--- src/design/assert_macros.svh ---
// Assertion helpers shared by the design files.
`ifndef ASSERT_MACROS_SVH
`define ASSERT_MACROS_SVH

// Property checked at every rising edge of clk, ignored while reset is held.
`define ASSERT_CLK(label, prop, msg) \
    label: assert property (@(posedge clk) disable iff (!rst_n) (prop)) else $error(msg);

// Consequence that must hold in the cycle after the antecedent.
`define ASSERT_NEXT(label, ante, cons, msg) \
    label: assert property (@(posedge clk) disable iff (!rst_n) (ante) |=> (cons)) else $error(msg);

`endif

--- src/design/lpfr_pkg.sv ---
package lpfr_pkg;

    // Built frame count and page number width.
    localparam int NUM_FRAMES = 8;
    localparam int PAGE_BITS  = 16;

    // Derived and fixed widths.
    localparam int SLOT_W  = $clog2(NUM_FRAMES);
    localparam int CNT_W   = $clog2(NUM_FRAMES + 1);
    localparam int CFG_W   = 4;
    localparam int FAULT_W = 32;

    typedef logic [SLOT_W-1:0]    slot_t;
    typedef logic [SLOT_W-1:0]    rank_t;
    typedef logic [CNT_W-1:0]     count_t;
    typedef logic [PAGE_BITS-1:0] page_t;

    // Outcome of one lookup: hit, eviction and the slot that takes the page.
    typedef struct packed {
        logic  hit;
        logic  evict;
        slot_t slot;
    } decision_t;

endpackage

--- src/design/lpfr_lookup.sv ---
module lpfr_lookup
(
    input  lpfr_pkg::page_t                            page_q,
    input  logic [lpfr_pkg::NUM_FRAMES-1:0]            valid_eff,
    input  lpfr_pkg::page_t [lpfr_pkg::NUM_FRAMES-1:0] pages,
    input  lpfr_pkg::rank_t [lpfr_pkg::NUM_FRAMES-1:0] rank_eff,
    input  lpfr_pkg::count_t                           filled_eff,
    input  lpfr_pkg::count_t                           frames_n,
    output lpfr_pkg::decision_t                        decision
);

    logic            match_found;
    lpfr_pkg::slot_t match_slot;
    logic            victim_any;
    lpfr_pkg::rank_t victim_rank;
    lpfr_pkg::slot_t victim_slot;
    logic            frames_full;

    // Parallel compare against every valid frame; lowest matching slot wins.
    always_comb
    begin
        match_found = 1'b0;
        match_slot  = '0;
        for (int k = 0; k < lpfr_pkg::NUM_FRAMES; k++)
        begin
            if (!match_found && valid_eff[k] && (pages[k] == page_q))
            begin
                match_found = 1'b1;
                match_slot  = lpfr_pkg::SLOT_W'(k);
            end
        end
    end

    // Least recently used frame among the valid frames below the frame limit.
    always_comb
    begin
        victim_any  = 1'b0;
        victim_rank = '0;
        victim_slot = '0;
        for (int k = 0; k < lpfr_pkg::NUM_FRAMES; k++)
        begin
            if ((lpfr_pkg::CNT_W'(k) < frames_n) && valid_eff[k] &&
                (!victim_any || (rank_eff[k] > victim_rank)))
            begin
                victim_any  = 1'b1;
                victim_rank = rank_eff[k];
                victim_slot = lpfr_pkg::SLOT_W'(k);
            end
        end
    end

    // A miss evicts once the frames in use are all full, else fills the next slot.
    assign frames_full = (filled_eff >= frames_n);

    always_comb
    begin
        decision.hit   = match_found;
        decision.evict = !match_found && frames_full;
        if (match_found)
        begin
            decision.slot = match_slot;
        end
        else if (frames_full)
        begin
            decision.slot = victim_slot;
        end
        else
        begin
            decision.slot = lpfr_pkg::SLOT_W'(filled_eff);
        end
    end

endmodule

--- src/design/lpfr_frame_store.sv ---
`include "assert_macros.svh"

module lpfr_frame_store
(
    input  logic                clk,
    input  logic                rst_n,
    input  logic                step,
    input  logic                start_new_q,
    input  lpfr_pkg::page_t     page_q,
    input  lpfr_pkg::count_t    frames_n,
    output lpfr_pkg::decision_t decision,
    output lpfr_pkg::page_t     evicted_page
);

    lpfr_pkg::page_t [lpfr_pkg::NUM_FRAMES-1:0] page_mem_reg;
    logic [lpfr_pkg::NUM_FRAMES-1:0]            valid_reg;
    logic [lpfr_pkg::NUM_FRAMES-1:0]            valid_next;
    lpfr_pkg::rank_t [lpfr_pkg::NUM_FRAMES-1:0] rank_reg;
    lpfr_pkg::rank_t [lpfr_pkg::NUM_FRAMES-1:0] rank_next;
    lpfr_pkg::count_t                           filled_reg;
    lpfr_pkg::count_t                           filled_next;

    logic [lpfr_pkg::NUM_FRAMES-1:0]            valid_eff;
    lpfr_pkg::rank_t [lpfr_pkg::NUM_FRAMES-1:0] rank_eff;
    lpfr_pkg::count_t                           filled_eff;
    logic                                       fill;
    lpfr_pkg::rank_t                            touch_limit;
    logic [lpfr_pkg::NUM_FRAMES-1:0]            fill_mask;

    // A request with start_new set empties the frames before its own lookup.
    assign valid_eff  = start_new_q ? '0 : valid_reg;
    assign rank_eff   = start_new_q ? '0 : rank_reg;
    assign filled_eff = start_new_q ? '0 : filled_reg;

    lpfr_lookup u_lookup
    (
        .page_q     (page_q),
        .valid_eff  (valid_eff),
        .pages      (page_mem_reg),
        .rank_eff   (rank_eff),
        .filled_eff (filled_eff),
        .frames_n   (frames_n),
        .decision   (decision)
    );

    assign fill         = !decision.hit && !decision.evict;
    assign touch_limit  = rank_eff[decision.slot];
    assign evicted_page = decision.evict ? page_mem_reg[decision.slot] : '0;

    // Recency update: the touched slot becomes rank zero and younger frames age.
    // A fill ages every valid frame.
    always_comb
    begin
        for (int k = 0; k < lpfr_pkg::NUM_FRAMES; k++)
        begin
            if (lpfr_pkg::SLOT_W'(k) == decision.slot)
            begin
                rank_next[k] = '0;
            end
            else if (valid_eff[k] && (fill || (rank_eff[k] < touch_limit)))
            begin
                rank_next[k] = rank_eff[k] + 1'b1;
            end
            else
            begin
                rank_next[k] = rank_eff[k];
            end
        end
    end

    // Fill bookkeeping.
    always_comb
    begin
        valid_next = valid_eff;
        if (fill)
        begin
            valid_next[decision.slot] = 1'b1;
        end
        filled_next = filled_eff + lpfr_pkg::CNT_W'(fill);
    end

    // Control state.
    always_ff @(posedge clk or negedge rst_n)
    begin
        if (!rst_n)
        begin
            valid_reg  <= '0;
            rank_reg   <= '0;
            filled_reg <= '0;
        end
        else if (step)
        begin
            valid_reg  <= valid_next;
            rank_reg   <= rank_next;
            filled_reg <= filled_next;
        end
    end

    // Page numbers are written on every miss; entries are read only while valid.
    always_ff @(posedge clk)
    begin
        if (step && !decision.hit)
        begin
            page_mem_reg[decision.slot] <= page_q;
        end
    end

    // Frames fill in order, so the valid frames are exactly those below the count.
    always_comb
    begin
        for (int k = 0; k < lpfr_pkg::NUM_FRAMES; k++)
        begin
            fill_mask[k] = (lpfr_pkg::CNT_W'(k) < filled_reg);
        end
    end

    `ASSERT_CLK(a_valid_prefix, valid_reg == fill_mask, "valid frames are not a prefix of the fill count")
    `ASSERT_CLK(a_filled_range, filled_reg <= lpfr_pkg::CNT_W'(lpfr_pkg::NUM_FRAMES), "fill count exceeds the frame count")
    `ASSERT_CLK(a_hit_valid, !(step && decision.hit) || valid_eff[decision.slot], "hit reported on an empty frame")

endmodule

--- src/design/lru_page_frame_replacement.sv ---
// LRU page frame replacement over a fully associative set of frames. One page
// reference is taken per clock cycle: busy never rises, so start may stay high on
// every cycle. Each reference is registered on entry, looked up against all frames
// at once in the following cycle, and its result is registered and appears on the
// result ports with done high in the cycle after the lookup. For each result done
// stays high for one cycle only and the receiver cannot stall it, so results must
// be captured when they appear. The frame limit register is written through
// cfg_valid/cfg_ready (always ready); it should be changed only when no request is
// in flight, and a value of zero acts as one while values above the built frame
// count act as that count. There is no clearing pass after reset.
`include "assert_macros.svh"

module lru_page_frame_replacement
(
    input  logic                         clk,
    input  logic                         rst_n,
    input  logic                         start,
    output logic                         busy,
    input  logic                         start_new,
    input  lpfr_pkg::page_t              page,
    input  logic                         cfg_valid,
    output logic                         cfg_ready,
    input  logic [lpfr_pkg::CFG_W-1:0]   cfg_data,
    output logic                         done,
    output logic                         hit,
    output lpfr_pkg::slot_t              slot,
    output logic                         evicted_valid,
    output lpfr_pkg::page_t              evicted_page,
    output logic [lpfr_pkg::FAULT_W-1:0] fault_total
);

    logic [lpfr_pkg::CFG_W-1:0]   cfg_reg;
    logic                         req_valid_reg;
    logic                         req_start_new_reg;
    lpfr_pkg::page_t              req_page_reg;
    logic [lpfr_pkg::FAULT_W-1:0] fault_reg;
    logic [lpfr_pkg::FAULT_W-1:0] fault_base;
    logic [lpfr_pkg::FAULT_W-1:0] fault_next;
    logic                         done_reg;
    logic                         hit_reg;
    lpfr_pkg::slot_t              slot_reg;
    logic                         ev_valid_reg;
    lpfr_pkg::page_t              ev_page_reg;

    lpfr_pkg::count_t             frames_n;
    lpfr_pkg::decision_t          decision;
    lpfr_pkg::page_t              store_ev_page;

    assign busy      = 1'b0;
    assign cfg_ready = 1'b1;

    // Frame limit register.
    always_ff @(posedge clk or negedge rst_n)
    begin
        if (!rst_n)
        begin
            cfg_reg <= lpfr_pkg::CFG_W'(lpfr_pkg::NUM_FRAMES);
        end
        else if (cfg_valid && cfg_ready)
        begin
            cfg_reg <= cfg_data;
        end
    end

    // Clamp the limit into one to the built frame count.
    always_comb
    begin
        if (cfg_reg == '0)
        begin
            frames_n = lpfr_pkg::CNT_W'(1);
        end
        else if (cfg_reg > lpfr_pkg::CFG_W'(lpfr_pkg::NUM_FRAMES))
        begin
            frames_n = lpfr_pkg::CNT_W'(lpfr_pkg::NUM_FRAMES);
        end
        else
        begin
            frames_n = lpfr_pkg::CNT_W'(cfg_reg);
        end
    end

    // Input register.
    always_ff @(posedge clk or negedge rst_n)
    begin
        if (!rst_n)
        begin
            req_valid_reg <= 1'b0;
        end
        else
        begin
            req_valid_reg <= start && !busy;
        end
    end

    always_ff @(posedge clk)
    begin
        if (start && !busy)
        begin
            req_start_new_reg <= start_new;
            req_page_reg      <= page;
        end
    end

    lpfr_frame_store u_frame_store
    (
        .clk          (clk),
        .rst_n        (rst_n),
        .step         (req_valid_reg),
        .start_new_q  (req_start_new_reg),
        .page_q       (req_page_reg),
        .frames_n     (frames_n),
        .decision     (decision),
        .evicted_page (store_ev_page)
    );

    // Fault counter: cleared by a request with start_new set, saturates at all ones.
    always_comb
    begin
        fault_base = req_start_new_reg ? '0 : fault_reg;
        fault_next = fault_base;
        if (!decision.hit && (fault_base != '1))
        begin
            fault_next = fault_base + 1'b1;
        end
    end

    always_ff @(posedge clk or negedge rst_n)
    begin
        if (!rst_n)
        begin
            fault_reg <= '0;
            done_reg  <= 1'b0;
        end
        else
        begin
            done_reg <= req_valid_reg;
            if (req_valid_reg)
            begin
                fault_reg <= fault_next;
            end
        end
    end

    // Result register.
    always_ff @(posedge clk)
    begin
        if (req_valid_reg)
        begin
            hit_reg      <= decision.hit;
            slot_reg     <= decision.slot;
            ev_valid_reg <= decision.evict;
            ev_page_reg  <= store_ev_page;
        end
    end

    assign done          = done_reg;
    assign hit           = hit_reg;
    assign slot          = slot_reg;
    assign evicted_valid = ev_valid_reg;
    assign evicted_page  = ev_page_reg;
    assign fault_total   = fault_reg;

    `ASSERT_NEXT(a_result_follows, req_valid_reg, done_reg, "registered request produced no result")
    `ASSERT_CLK(a_evict_is_miss, !(done_reg && evicted_valid) || !hit, "eviction reported on a hit")
    `ASSERT_CLK(a_hit_no_page, !(done_reg && hit) || (evicted_page == '0), "hit carries an evicted page")
    `ASSERT_CLK(a_miss_counted, !(done_reg && !hit) || (fault_total != '0), "miss left the fault count at zero")

endmodule

--- config.mk ---
export PLATFORM = sky130hd
export DESIGN_NAME = lru_page_frame_replacement
export DESIGN_NICKNAME = d
export VERILOG_FILES = /design/src/design/lpfr_pkg.sv /design/src/design/lpfr_lookup.sv /design/src/design/lpfr_frame_store.sv /design/src/design/lru_page_frame_replacement.sv
export VERILOG_INCLUDE_DIRS = /design/src /design/src/design
export SDC_FILE = /design/constraint.sdc
export NUM_CORES = 1
export LEC_CHECK = 0
export BUFFER_PORTS_ARGS = -buffer_cell sky130_fd_sc_hd__buf_2
export CORE_MARGIN = 5
export CORE_UTILIZATION = 35
export DETAILED_ROUTE_END_ITERATION = 8
export PLACE_DENSITY_LB_ADDON = 0.12
export SYNTH_ARGS = -nofsm -noshare
export SYNTH_HDL_FRONTEND = slang
export SYNTH_SLANG_ARGS = --single-unit
--- constraint.sdc ---
create_clock -name clk -period 29.4 [get_ports clk]
set_clock_uncertainty 0.05 [all_clocks]
set_input_delay 4.41 -clock clk [delete_from_list [all_inputs] [get_ports clk]]
set_output_delay 4.41 -clock clk [all_outputs]
set_load 0.05 [all_outputs]
==> impl_metrics.env, run 1 <==
export IMPL_synth_area_leaders="edfxtp_1 36%, dfrtp_1 13%, nand2_1 6.2%, xor2_1 5.9%, nand3_1 4.4%"
export IMPL_power_density_mw_per_mm2=80.4
export IMPL_mostFrequentLayoutCell="nand2_1"
export IMPL_portBuffers=78
export IMPL_fin_nets=1504
export IMPL_cts_tree="built"
export IMPL_post_synth_inst_count=1378
export IMPL_root_buffer="clkbuf_16"
export IMPL_grt_pass1_wl_mm=69.4
export IMPL_grtUsageMet2_pct=35.2
export IMPL_synth_xor_area_share_pct=9.88
export IMPL_hold_class="flop to flop"
export IMPL_grt_pass1_vias=10800
export IMPL_drt_iter0_markers=838
export IMPL_yosys_area_top_type="edfxtp_1"
export IMPL_vias=10800
export IMPL_grt_max_degree=81
export IMPL_synth_compound_area_share_pct=10.4
export IMPL_required_ns=29.81
export IMPL_clk_latency_ns=0.58
export IMPL_drc=0
export IMPL_synth_cell_type_count=94
export IMPL_cts_num_sinks=240
export IMPL_start_util_pct=35.3
export IMPL_cts_hold_buf=0
export IMPL_yosysTopAreaCellShare_pct=35.6
export IMPL_maxSlewHeadroom_pct=21.6
export IMPL_holdWs_ns=0.435
export IMPL_clockBufferDepth=3
export IMPL_final_cell_mix="233 x nand2_1, 166 x edfxtp_1, 123 x nand3_1"
export IMPL_endpoint_kind="flop"
export IMPL_grt_busiest_layer="met2"
export IMPL_ant_nets=0
export IMPL_fp_dieH_um=210
export IMPL_path_class="flop to flop"
export IMPL_routed_via_density=5.47
export IMPL_synth_warnings=0
export IMPL_gp_congestion=0.895
export IMPL_dieArea_mm2=0.0441
export IMPL_hold_viol=0
export IMPL_finalCriticalPeriod_ns=14.10
export IMPL_core_mm2=0.0396
export IMPL_final_layout_size_suffix_gt1_share_pct=13.3
export IMPL_setup_violations_final=0
export IMPL_syn_num_nets=1447
export IMPL_htree_levels=1
export IMPL_dpl_hpwl_mm=31.7
export IMPL_synthFlopType="edfxtp_1"
export IMPL_cp_start_kind="flop"
export IMPL_max_freq_mhz=70.9
export IMPL_power_w=0.00127
export IMPL_fin_tns_setup_ns=0
export IMPL_largest_register_ffs=128
export IMPL_fin_crit_sh_pct=48.0
export IMPL_synth_simple_area_share_pct=20.8
export IMPL_p_leak_nw=6.06
export IMPL_synth_top_family_by_area="simple AND/OR/NAND/NOR gates"
export IMPL_wire_per_inst_um=23.1
export IMPL_async_flop_share_pct=30.8
export IMPL_synth_area_mm2=0.0140
export IMPL_synth_edf_count=166
export IMPL_rows=73
export IMPL_cp_arrival_ns=14.51
export IMPL_outcome="completed"
export IMPL_worst_pin_slew_ns=1.18
export IMPL_fillers=3967
export IMPL_yosysSeqAreaShare_pct=48.8
export IMPL_muxShareOfSynthArea_pct=2.76
export IMPL_grt_overflow=0
export IMPL_synthToLayoutAreaGrowth_pct=12.3
export IMPL_synthAdderAreaFrac_pct=3.93
export IMPL_slew_violations=0
export IMPL_die_x_um=210
export IMPL_post_cts_buffers=0
export IMPL_drt_total_wl_mm=45.8
export IMPL_grt_usage_pct=20.4
export IMPL_max_stage_delay_ns=0.94
export IMPL_ir_drop_uv=49.9
export IMPL_avgSynthCellArea_um2=10.2
export IMPL_rsz0062_at_grt="false"
export IMPL_ys_ff_latch=240
export IMPL_crit_fanout=80
export IMPL_firstDrtPassIters=8
export IMPL_use_met1_pct=27.3
export IMPL_diodes=0
export IMPL_antenna_found_initial=0
export IMPL_met3_usage_pct=2.57
export IMPL_placed_cell_area_mm2=0.0149
export IMPL_clk_pin_slew_worst_paths_ns=0.06
export IMPL_cp_top_family="compound AO/OA/AOI/OAI gates"
export IMPL_pin_count=81
export IMPL_slowest_stage="a21oi_1"
export IMPL_max_cap_viol_count=0
export IMPL_worstPathBufferInverterCount=5
export IMPL_numCtsBuffers=28
export IMPL_fin_area_mm2=0.0157
export IMPL_cts_resized=0
## final cells by class
type / count / area, µm² / area share (%)
clock buffer: 37 / 764 / 4.86
clock inverter: 14 / 93.8 / 0.596
inverter: 39 / 149 / 0.946
multi-input combinational: 1029 / 6690 / 42.5
sequential: 240 / 6840 / 43.5
tap: 525 / 657 / 4.18
timing repair buffer: 97 / 536 / 3.40
## worst reg2reg max path: cells and delay by family (launching register included)
family                     cells  cell delay (ns)
AOI/OAI and AO/OA             30             6.46
adders and majority gates      8             2.30
buffers and inverters          5             1.62
DFF                            1             0.35
muxes                          2             0.70
and+or+nand+nor               17             2.47
## routing by layer
layer,vias up,wire [µm]
met5,-,0
li1,5078,-
met1,5420,19600
met3,68,2250
met2,272,22700
met4,0,1340
## synthesized netlist by cell type, drive strengths merged (9+ instances only)
| cell type | number |
|---|---|
| a22o | 15 |
| ha | 44 |
| nand2 | 235 |
| nor2 | 64 |
| xor2 | 94 |
| nand4 | 29 |
| a21oi | 37 |
| mux2 | 17 |
| dfrtp | 73 |
| nor4 | 23 |
| a211oi | 15 |
| nand3 | 123 |
| buf | 39 |
| inv | 39 |
| edfxtp | 166 |
| o21ai | 60 |
| a2111oi | 9 |
| xnor2 | 64 |
| nor3 | 24 |
| clkbuf | 31 |
| mux2i | 18 |
| nor2b | 35 |
## worst paths after layout
check	start	depth (start not counted)	to	slack (ns)
max	req_start_new_reg	62	u_frame_store.rank_reg[2]	15.30
min	u_frame_store.rank_reg[5]	2	u_frame_store.rank_reg[5]	0.44
max reg2reg	req_start_new_reg	62	u_frame_store.rank_reg[2]	15.30
min reg2reg	u_frame_store.rank_reg[5]	2	u_frame_store.rank_reg[5]	0.44
max in group asynchronous	rst_n	2	fault_total[25]	24.58
min in group asynchronous	rst_n	1	cfg_reg[2]	3.66
## power breakdown
part	leakage [nW]	total (W)	switching (W)	internal (W)
combinational	3.09	0.000478	0.000334	0.000144
clock	0.418	0.000330	0.000147	0.000183
sequential	2.55	0.000458	0.0000403	0.000417
total	6.06	0.00127	0.000522	0.000744
## cell families (layout without fill, tap and decap cells)
group,Yosys count,count (layout)
and+or+nand+nor,595,595
DFF,240,240
buffers and inverters,109,187
xor gates and xnor gates,158,158
muxes,35,35
adders and majority gates,44,44
other,2,2
AOI/OAI and AO/OA,195,195
## through the flow
stage | instances | utilization, % | setup slack, ns
3_5_place_dp | 1930 | 37.5 | 15.38
6_report | 1981 | 39.7 | 15.30
5_1_grt | 1981 | 39.7 | 14.12
4_1_cts | 1981 | 39.7 | 15.31
2_1_floorplan | 1378 | - | 17.52
3_3_place_gp | 1930 | 37.5 | 15.59
Power figures use the tool's default switching activity.
==> run 2, diff against run 1 <==
- clock period: 29.4 -> 14 ns (I/O delays scaled with it)
==> run 2 against run 1 <==
  * Global-route usage fell by 0.70 points
  * Design area rose by 0.58%
  * Maximum frequency rose by 8.0%
  * Worst setup slack got worse by 14 ns
  * Hold slack got worse by 0.0082 ns
  * Clock-buffer cell count fell by 7
==> impl_metrics.env, run 2 (synthesis gave the netlist of run 1 again) <==
export IMPL_largest_register_ffs=128
export IMPL_regToRegSetupSlack_ns=0.95
export IMPL_core_mm2=0.0396
export IMPL_cts_hold_buf=0
export IMPL_drt_total_wl_mm=45.0
export IMPL_stdcell_count=1983
export IMPL_cp_arrival_ns=13.45
export IMPL_portBuffers=78
export IMPL_switching_share_pct=40.3
export IMPL_grt_pass1_wl_mm=67.1
export IMPL_regArea_mm2=0.00684
export IMPL_dieArea_mm2=0.0441
export IMPL_rows=73
export IMPL_clk_pin_slew_worst_paths_ns=0.06
export IMPL_firstDrtPassIters=5
export IMPL_endpoint_kind="flop"
export IMPL_grt_max_degree=58
export IMPL_fin_ws_ns=0.949
export IMPL_hold_class="flop to flop"
export IMPL_wire_per_inst_um=22.7
export IMPL_finalCriticalPeriod_ns=13.05
export IMPL_p_sw_w=0.00110
export IMPL_cts_num_sinks=240
export IMPL_p_leak_nw=6.10
export IMPL_slowest_stage="dfrtp_1"
export IMPL_die_x_um=210
export IMPL_fin_nets=1506
export IMPL_place_ws_ns=1.09
export IMPL_synthToLayoutAreaGrowth_pct=12.9
export IMPL_grt_overflow=0
export IMPL_antenna_found_initial=2
export IMPL_power_density_mw_per_mm2=172
export IMPL_maxSlewHeadroom_pct=26.8
export IMPL_pin_count=81
export IMPL_gp_congestion=0.944
export IMPL_routed_via_density=5.39
export IMPL_path_class="flop to flop"
export IMPL_worst_pin_slew_ns=1.10
export IMPL_ant_nets=0
export IMPL_grt_pass1_vias=10700
export IMPL_start_util_pct=35.3
export IMPL_crit_fanout=42
export IMPL_numCtsBuffers=27
export IMPL_placed_cell_area_mm2=0.0149
export IMPL_ir_drop_uv=108
export IMPL_hold_end="u_frame_store.rank_reg[8]"
export IMPL_regToRegEndpoint="u_frame_store.rank_reg[6]"
export IMPL_cts_tree="built"
export IMPL_root_buffer="clkbuf_16"
export IMPL_power_frac_seq_pct=35.3
export IMPL_htree_levels=1
export IMPL_fin_area_mm2=0.0158
export IMPL_clockBufferDepth=3
export IMPL_grt_usage_pct=19.7
export IMPL_reg2regPathDepth=53
export IMPL_setup_violations_final=0
export IMPL_vias=10700
export IMPL_mostFrequentLayoutCell="nand2_1"
export IMPL_rr_startpoint="u_frame_store.valid_reg[0]"
export IMPL_fp_dieH_um=210
export IMPL_placed_cells=1933
export IMPL_p_int_w=0.00163
export IMPL_max_cap_viol_count=0
export IMPL_dpl_hpwl_mm=31.5
export IMPL_post_cts_buffers=0
export IMPL_drc=0
export IMPL_required_ns=14.40
export IMPL_cp_start_kind="flop"
export IMPL_rsz0062_at_grt="false"
export IMPL_hold_depth=2
export IMPL_fillers=3988
export IMPL_slew_violations=0
export IMPL_outcome="completed"
export IMPL_p_comb_share_pct=37.0
export IMPL_cts_resized=0
export IMPL_diodes=0
export IMPL_final_cell_mix="233 x nand2_1, 166 x edfxtp_1, 123 x nand3_1"
export IMPL_max_stage_delay_ns=0.56
export IMPL_drt_iter0_markers=749
export IMPL_clk_latency_ns=0.58
export IMPL_fin_tns_setup_ns=0
export IMPL_final_layout_size_suffix_gt1_share_pct=13.5
export IMPL_power_frac_clock_pct=27.7
export IMPL_hold_viol=0
export IMPL_multi_input_area_mm2=0.00669
export IMPL_min_from="u_frame_store.rank_reg[8]"
export IMPL_fin_crit_sh_pct=93.2
export IMPL_max_freq_mhz=76.6
==> run 2: cell types whose count changed in the layout (fill, tap and decap cells not counted), sizes merged <==
cell	previous run	this run
buf	97	100
clkbuf	37	30
inv	39	40
bufinv	0	5
==> run 2: critical path: cells and delay by family, from the launching register on <==
| kind | cells | cell delay (ns) |
|---|---|---|
| fa+ha+maj | 7 | 2.04 |
| mux | 4 | 1.20 |
| flops | 1 | 0.56 |
| buf+inv | 2 | 0.57 |
| compound gates | 29 | 6.42 |
| simple gates | 11 | 2.07 |
==> run 2: per-stage QoR <==
step           util (%)  power, W  hold WS, ns
5_1_grt            39.9   0.00286        0.470
3_5_place_dp       37.6   0.00199        0.416
3_3_place_gp       37.6   0.00198        0.416
2_1_floorplan         -   0.00165        0.397
4_1_cts            39.9   0.00275        0.430
6_report           39.9   0.00273        0.427
==> run 2: worst max path at each step <==
stage                                       to  slack (ns)                       start  depth (start not counted)
finish               u_frame_store.rank_reg[6]        0.95  u_frame_store.valid_reg[0]                         53
global route         u_frame_store.rank_reg[1]        0.07  u_frame_store.valid_reg[0]                         57
CTS                 u_frame_store.rank_reg[20]        1.04  u_frame_store.valid_reg[0]                         54
detailed placement  u_frame_store.rank_reg[20]        1.09  u_frame_store.valid_reg[0]                         54
global placement     u_frame_store.rank_reg[2]        1.41  u_frame_store.valid_reg[0]                         60
floorplan            u_frame_store.rank_reg[2]        2.12           req_start_new_reg                         63
==> run 2: power groups by stage <==
stage | logic, W | clock network [W] | registers [W]
floorplan | 0.000651 | 0 | 0.000994
global placement | 0.00101 | 0 | 0.000974
detailed placement | 0.00101 | 0 | 0.000975
CTS | 0.00101 | 0.000775 | 0.000962
global route | 0.00109 | 0.000798 | 0.000973
finish | 0.00101 | 0.000756 | 0.000962
==> run 2: area by class of cell <==
cell class                 count  share of cell area [%]
clock buffer                  30                    4.34
multi-input combinational   1029                    42.3
timing repair buffer         100                    3.55
clock inverter                20                    1.49
tap                          525                    4.15
inverter                      39                   0.941
sequential                   240                    43.2
==> run 2: routing by layer <==
| layer | GRT usage [%] | up-vias | share of wire (%) |
|---|---|---|---|
| li1 | - | 5083 | - |
| met1 | 24.8 | 5265 | 42 |
| met2 | 34.4 | 251 | 50 |
| met3 | 2.89 | 81 | 4.0 |
| met4 | 7.65 | 2 | 4.3 |
| met5 | 0 | - | 0.031 |
